`config.mk`:
```
export PLATFORM = sky130hd
export DESIGN_NAME = hde_cell
export DESIGN_NICKNAME = d
export VERILOG_FILES = /design/src/hde_pkg.sv /design/src/hde_cell.sv
export SDC_FILE = /design/constraint.sdc
export NUM_CORES = 2
export LEC_CHECK = 0
export ABC_AREA = 0
export BUFFER_PORTS_ARGS = -buffer_cell sky130_fd_sc_hd__buf_2
export CAP_MARGIN = 15
export CORE_MARGIN = 8
export CORE_UTILIZATION = 50
export DETAILED_ROUTE_END_ITERATION = 8
export PLACE_DENSITY_LB_ADDON = 0.12
export SYNTH_ARGS = -nofsm -noshare
export SYNTH_HDL_FRONTEND = slang
export SYNTH_SLANG_ARGS = --single-unit
```
`constraint.sdc`:
```
create_clock -name clock -period 42.4 [get_ports clock]
set_clock_uncertainty 0.15 [all_clocks]
set_input_delay 8.48 -clock clock [delete_from_list [all_inputs] [get_ports clock]]
set_output_delay 8.48 -clock clock [all_outputs]
set_load 0.01 [all_outputs]
```
`src/hde_pkg.sv`:
```
// ----------------------------------------------------------------------------
// hde_pkg: shared types and constants of the horner derivative evaluator
// fixed-point widths, sequencer states, cell control word and register indexes
// ----------------------------------------------------------------------------
`default_nettype none

package hde_pkg;

   // fixed-point widths, all two's complement with 16 fraction bits
   localparam int COEF_W  = 32;
   localparam int ACC_W   = 64;
   localparam int OPND_W  = 48;
   localparam int PSUM_W  = 112;
   localparam int TERM_W  = 71;
   localparam int ORD_W   = 3;
   localparam int PHASE_W = 3;
   localparam int CSR_IDX_W = 4;

   // configuration register indexes
   localparam logic [CSR_IDX_W-1:0] REG_MAX_DERIVATIVE = 4'd0;
   localparam logic [CSR_IDX_W-1:0] REG_INV_SCALE      = 4'd1;

   localparam logic [ORD_W-1:0] MAX_DERIVATIVE_RST = 3'd0;
   localparam logic [31:0]      INV_SCALE_RST      = 32'h0001_0000;

   // phases of one multiply-accumulate pass inside a cell
   localparam logic [PHASE_W-1:0] PH_LOAD      = 3'd0;
   localparam logic [PHASE_W-1:0] PH_MUL_FIRST = 3'd1;
   localparam logic [PHASE_W-1:0] PH_MUL_LAST  = 3'd4;
   localparam logic [PHASE_W-1:0] PH_SUM_FIRST = 3'd2;
   localparam logic [PHASE_W-1:0] PH_SUM_LAST  = 3'd5;
   localparam logic [PHASE_W-1:0] PH_ROUND     = 3'd6;
   localparam logic [PHASE_W-1:0] PH_COMMIT    = 3'd7;

   typedef enum logic [2:0] {
      ST_IDLE,
      ST_POINT_MUL,
      ST_POINT_RND,
      ST_STEP,
      ST_SCALE,
      ST_EMIT
   } state_type;

   typedef enum logic [2:0] {
      CM_HOLD,
      CM_CLEAR,
      CM_HORNER,
      CM_SCALE,
      CM_SHIFT
   } cell_mode_type;

   typedef struct packed {
      cell_mode_type        mode;
      logic [PHASE_W-1:0]   phase;
   } cell_ctl_type;

endpackage

`default_nettype wire

```
`src/hde_cell.sv`:
```
// ----------------------------------------------------------------------------
// hde_cell: one derivative level of the horner chain
// holds one accumulator, runs a four-pass 32x32 q16 multiply, adds the scaled
// lower neighbor, and shifts toward the output end during emission
// ----------------------------------------------------------------------------
`default_nettype none

module hde_cell #(
   parameter int CELL_ORDER = 0
) (
   input  wire logic                                   clock,
   input  wire hde_pkg::cell_ctl_type                  ctl,
   input  wire logic                                   enable,
   input  wire logic signed [hde_pkg::OPND_W-1:0]      mul_operand,
   input  wire logic signed [hde_pkg::ACC_W-1:0]       lower_acc,
   input  wire logic signed [hde_pkg::ACC_W-1:0]       upper_acc,
   output      logic signed [hde_pkg::ACC_W-1:0]       acc
);

   // cell 0 adds the coefficient once, cell d adds d times its lower neighbor
   localparam logic signed [6:0] FACTOR = (CELL_ORDER == 0) ? 7'sd1 : 7'(CELL_ORDER);

   logic signed [hde_pkg::ACC_W-1:0]  acc_ff, acc_in;
   logic [hde_pkg::ACC_W-1:0]         xmag_ff, xmag_in;
   logic [hde_pkg::OPND_W-1:0]        ymag_ff, ymag_in;
   logic                              neg_ff, neg_in;
   logic signed [hde_pkg::TERM_W-1:0] term_ff, term_in;
   logic [63:0]                       prod_ff, prod_in;
   logic [1:0]                        prod_sel_ff, prod_sel_in;
   logic [hde_pkg::PSUM_W-1:0]        psum_ff, psum_in;
   logic signed [hde_pkg::ACC_W-1:0]  mres_ff, mres_in;

   logic [1:0]                        sel;
   logic [31:0]                       xs, ys;
   logic [hde_pkg::PSUM_W-1:0]        shifted;
   logic [hde_pkg::PSUM_W-1:0]        rnd;
   logic [95:0]                       rmag;
   logic [63:0]                       lim, sat_mag;
   logic signed [71:0]                sum;
   logic signed [hde_pkg::ACC_W-1:0]  sum_sat;
   logic                              busy;

   assign acc = acc_ff;
   assign busy = (ctl.mode == hde_pkg::CM_HORNER) || (ctl.mode == hde_pkg::CM_SCALE);

   // partial product select: bit 1 picks the high half of x, bit 0 of y
   assign sel = 2'(ctl.phase - hde_pkg::PH_MUL_FIRST);
   assign xs  = sel[1] ? xmag_ff[63:32] : xmag_ff[31:0];
   assign ys  = sel[0] ? {16'b0, ymag_ff[47:32]} : ymag_ff[31:0];
   assign prod_in = xs * ys;

   always_comb begin
      unique case (prod_sel_ff)
         2'b00:   shifted = {48'b0, prod_ff};
         2'b01:   shifted = {16'b0, prod_ff, 32'b0};
         2'b10:   shifted = {16'b0, prod_ff, 32'b0};
         default: shifted = {prod_ff[47:0], 64'b0};
      endcase
   end

   // round half away from zero on the magnitude, then clamp to signed 64
   assign rnd     = psum_ff + 112'h8000;
   assign rmag    = rnd[111:16];
   assign lim     = neg_ff ? 64'h8000_0000_0000_0000 : 64'h7FFF_FFFF_FFFF_FFFF;
   assign sat_mag = ((|rmag[95:64]) || (rmag[63:0] > lim)) ? lim : rmag[63:0];

   assign term_in = $signed({{7{lower_acc[63]}}, lower_acc}) * FACTOR;

   assign sum = {{8{mres_ff[63]}}, mres_ff} + {term_ff[70], term_ff};
   always_comb begin
      if ((&sum[71:63]) || !(|sum[71:63])) begin
         sum_sat = sum[63:0];
      end else if (sum[71]) begin
         sum_sat = 64'sh8000_0000_0000_0000;
      end else begin
         sum_sat = 64'sh7FFF_FFFF_FFFF_FFFF;
      end
   end

   always_comb begin
      acc_in      = acc_ff;
      xmag_in     = xmag_ff;
      ymag_in     = ymag_ff;
      neg_in      = neg_ff;
      prod_sel_in = prod_sel_ff;
      psum_in     = psum_ff;
      mres_in     = mres_ff;

      if (ctl.mode == hde_pkg::CM_CLEAR) begin
         acc_in = '0;
      end else if (ctl.mode == hde_pkg::CM_SHIFT) begin
         acc_in = upper_acc;
      end else if (busy) begin
         if (ctl.phase == hde_pkg::PH_LOAD) begin
            xmag_in = acc_ff[63] ? 64'(-acc_ff) : 64'(acc_ff);
            ymag_in = mul_operand[47] ? 48'(-mul_operand) : 48'(mul_operand);
            neg_in  = acc_ff[63] ^ mul_operand[47];
            psum_in = '0;
         end
         if (ctl.phase >= hde_pkg::PH_MUL_FIRST && ctl.phase <= hde_pkg::PH_MUL_LAST) begin
            prod_sel_in = sel;
         end
         if (ctl.phase >= hde_pkg::PH_SUM_FIRST && ctl.phase <= hde_pkg::PH_SUM_LAST) begin
            psum_in = psum_ff + shifted;
         end
         if (ctl.phase == hde_pkg::PH_ROUND) begin
            mres_in = neg_ff ? 64'(-sat_mag) : 64'(sat_mag);
         end
         if (ctl.phase == hde_pkg::PH_COMMIT && enable) begin
            acc_in = (ctl.mode == hde_pkg::CM_HORNER) ? sum_sat : mres_ff;
         end
      end
   end

   always_ff @(posedge clock) begin
      acc_ff      <= acc_in;
      xmag_ff     <= xmag_in;
      ymag_ff     <= ymag_in;
      neg_ff      <= neg_in;
      prod_sel_ff <= prod_sel_in;
      psum_ff     <= psum_in;
      mres_ff     <= mres_in;
      if (busy && ctl.phase == hde_pkg::PH_LOAD) begin
         term_ff <= term_in;
      end
      if (busy && ctl.phase >= hde_pkg::PH_MUL_FIRST && ctl.phase <= hde_pkg::PH_MUL_LAST) begin
         prod_ff <= prod_in;
      end
   end

endmodule

`default_nettype wire

```
==> qor.yml <==
setup_path:
  reg2reg_depth: 31
  path_class: "input port to register"
  cp.required_ns: 42.69
  cpMaxStageDelayCell: "a2111oi_0"
  cp-end-kind: "register"
  worst_path_most_repeated_cell: "fa_1"
  critPathMaxFanout: 41
  start_kind: "input port"
  crit_arrival_ns: 20.18
  max_stage_delay_ns: 1.04
sta:
  min_period_over_period: 0.469
  period_needed_ns: 19.90
  drv_slew: 0
  grt_setup_unrepaired: "no"
  finalHoldViolCount: 0
  setup_viol: 0
  tns_ns: 0
  worst_pin_slew_ns: 1.29
  fmax_mhz: 50.3
  slew_headroom: 0.136
synthesis:
  synth_area_leaders: "fa_1 (26%), edfxtp_1 (18%), ha_1 (9.3%), inv_1 (5.7%), nor2_1 (5.1%)"
  synthArstFlopShare: 0
  synth_cell_types: 98
  ys_seq_area_frac: 0.201
  synth.avg_cell_area_sq_um: 8.87
  yosys_warnings: 0
  synth_ff_type: "edfxtp_1"
  synth_top_area_cell: "fa_1"
  syn_inst: 7778
  synth_top_area_frac: 0.261
  synth_area_sq_um: 69000
  synth_enable_flop_cells: 419
  ys_ff_latch: 483
  synthesis.nets: 9374
global_route:
  grt_pass1_wl_um: 404000
  grt_pass1_vias: 59942
  track_usage: 0.361
  grt_max_degree: 173
  grt.overflow.total: 0
  antenna_found_initial: 25
routing:
  ant_nets: 0
  dr.pass1.iters: 6
  routed_via_density: 6.17
  avgRoutedWirePerCell_um: 28.5
  routed_wl_um: 276000
  dr_total_vias: 59757
  drt_iter0_drc: 6083
  drc: 0
die:
  num_rows: 136
  io_pins: 248
  die_h_um: 387
  die_area_sq_um: 150000
  core_area_sq_um: 137000
  die_w_um: 387
  start_util: 0.503
cells_and_area:
  area_growth_pct: 8.15
  drive_gt1_frac: 0.0802
  post-route-util: 0.544
  layout.nets: 9426
clocking:
  htreeDepth: 3
  ctsHoldBuffers: 0
  clock_latency_ns: 0.69
  clkTransAtPathRegs_ns: 0.06
  cts_sinks: 483
  postCtsSetupRepairBufs: 0
  cts_resized: 0
  clk_root_buffer_cell: "clkbuf_16"
  cts_buffers: 67
  cts_tree: "done"
  clockBufferDepth: 3
worst_hold_path:
  min_delay_path_depth: 2
  hold_path_class: "register to register"
place:
  hpwl_um: 218000
  place_congestion: 0.983
  portBuffers: 247
run:
  max_cap_viol_count: 0
outcome:
  status: "finished clean"
[worst max-delay path, delay by kind of cell]
family                   cells  cell delay (ns)
XOR/XNOR                     1             0.10
buffers and inverters       10             1.72
AND/OR/NAND/NOR              4             0.70
multiplexers                 1             0.28
AO/OA/AOI/OAI                8             3.67
adder cells (fa/ha/maj)     10             5.15
[routing by layer]
| layer | vias to the layer above | routed length [um] | track usage |
|---|---|---|---|
| met4 | 10 | 15400 | 0.165 |
| met3 | 657 | 28400 | 0.0892 |
| li1 | 26114 | - | - |
| met5 | - | 69 | 0 |
| met2 | 3121 | 120000 | 0.550 |
| met1 | 29855 | 112000 | 0.487 |
[sequential cells by signal (all words and copies together), names as in the netlist]
register and cells:
acc 64, neg_ff 1, term_ff 64, mres_ff 64
ymag_ff 48, prod_ff 64, psum_ff 112, xmag_ff 64
prod_sel_ff 2
[area by class of cell]
type	instances	area [sq um]
Clock buffer	75	1770
Fill cell	12721	62500
Antenna cell	8	20.0
Multi-Input combinational cell	5874	50100
Clock inverter	49	587
Tap cell	1794	2240
Sequential cell	483	13900
Inverter	1048	3930
Timing Repair Buffer	356	2070
[metrics by stage]
stage / setup WS [ns] / instances / cell area, sq um / hold slack [ns]
detailed placement: 22.10 / 9555 / 72200 / 0.399
global route: 22.15 / 9681 / 74600 / 0.399
CTS: 22.76 / 9679 / 74600 / 0.377
finish: 22.50 / 9687 / 74600 / 0.404
global placement: 22.24 / 9553 / 72200 / 0.387
floorplan: 23.29 / 7778 / 69000 / 0.341
[layout by cell type (no fill, tap or decap), types with 46 or more instances in the layout]
master        n
a21o_1      167
a21oi_1     397
a22o_1       64
a31oi_1      50
and2_1       99
and3_1       46
buf_2       246
buf_4       108
clkbuf_16    70
dfxtp_1      63
edfxtp_1    419
fa_1        898
ha_1        513
inv_1      1046
mux2_2       49
nand2_1     783
nand2b_1     48
nand3_1     132
nand4_1     116
nor2_1      941
nor3_1      114
o21ai_0     300
o21bai_1     49
o31ai_1      53
or3_1        46
xnor2_1     297
xor2_1      109
[cell families after synthesis]
| family | after synthesis | share of synthesized area |
|---|---|---|
| AO/OA/AOI/OAI | 1414 | 0.132 |
| adder cells (fa/ha/maj) | 1412 | 0.354 |
| flip-flops | 483 | 0.201 |
| buffers and inverters | 1421 | 0.0776 |
| AND/OR/NAND/NOR | 2530 | 0.167 |
| multiplexers | 112 | 0.0171 |
| XOR/XNOR | 406 | 0.0515 |
[path summary, 6_finish.rpt]
path,start,end,slack (ns)
min,mres_ff[42]$_DFFE_PP_,acc[42]$_SDFFE_PP0P_,0.40
min reg2reg,mres_ff[42]$_DFFE_PP_,acc[42]$_SDFFE_PP0P_,0.40
max,ctl[0],prod_ff[62]$_DFFE_PP_,22.50
max reg2reg,ymag_ff[44]$_DFFE_PP_,prod_ff[62]$_DFFE_PP_,31.35
[Yosys cell counts (all sizes together), types with 102 or more instances]
| cell type | instances |
|---|---|
| nand2 | 787 |
| and2 | 102 |
| nor2 | 948 |
| xor2 | 109 |
| xnor2 | 297 |
| inv | 1048 |
| nor3 | 120 |
| nand4 | 118 |
| fa | 898 |
| o21ai | 307 |
| nand3 | 135 |
| a21o | 167 |
| a21oi | 400 |
| ha | 514 |
| edfxtp | 419 |
| clkbuf | 335 |
Power is left out: the tool's default activity adds up to more than one toggle a clock period on the data nets, which glitch-free logic cannot reach.
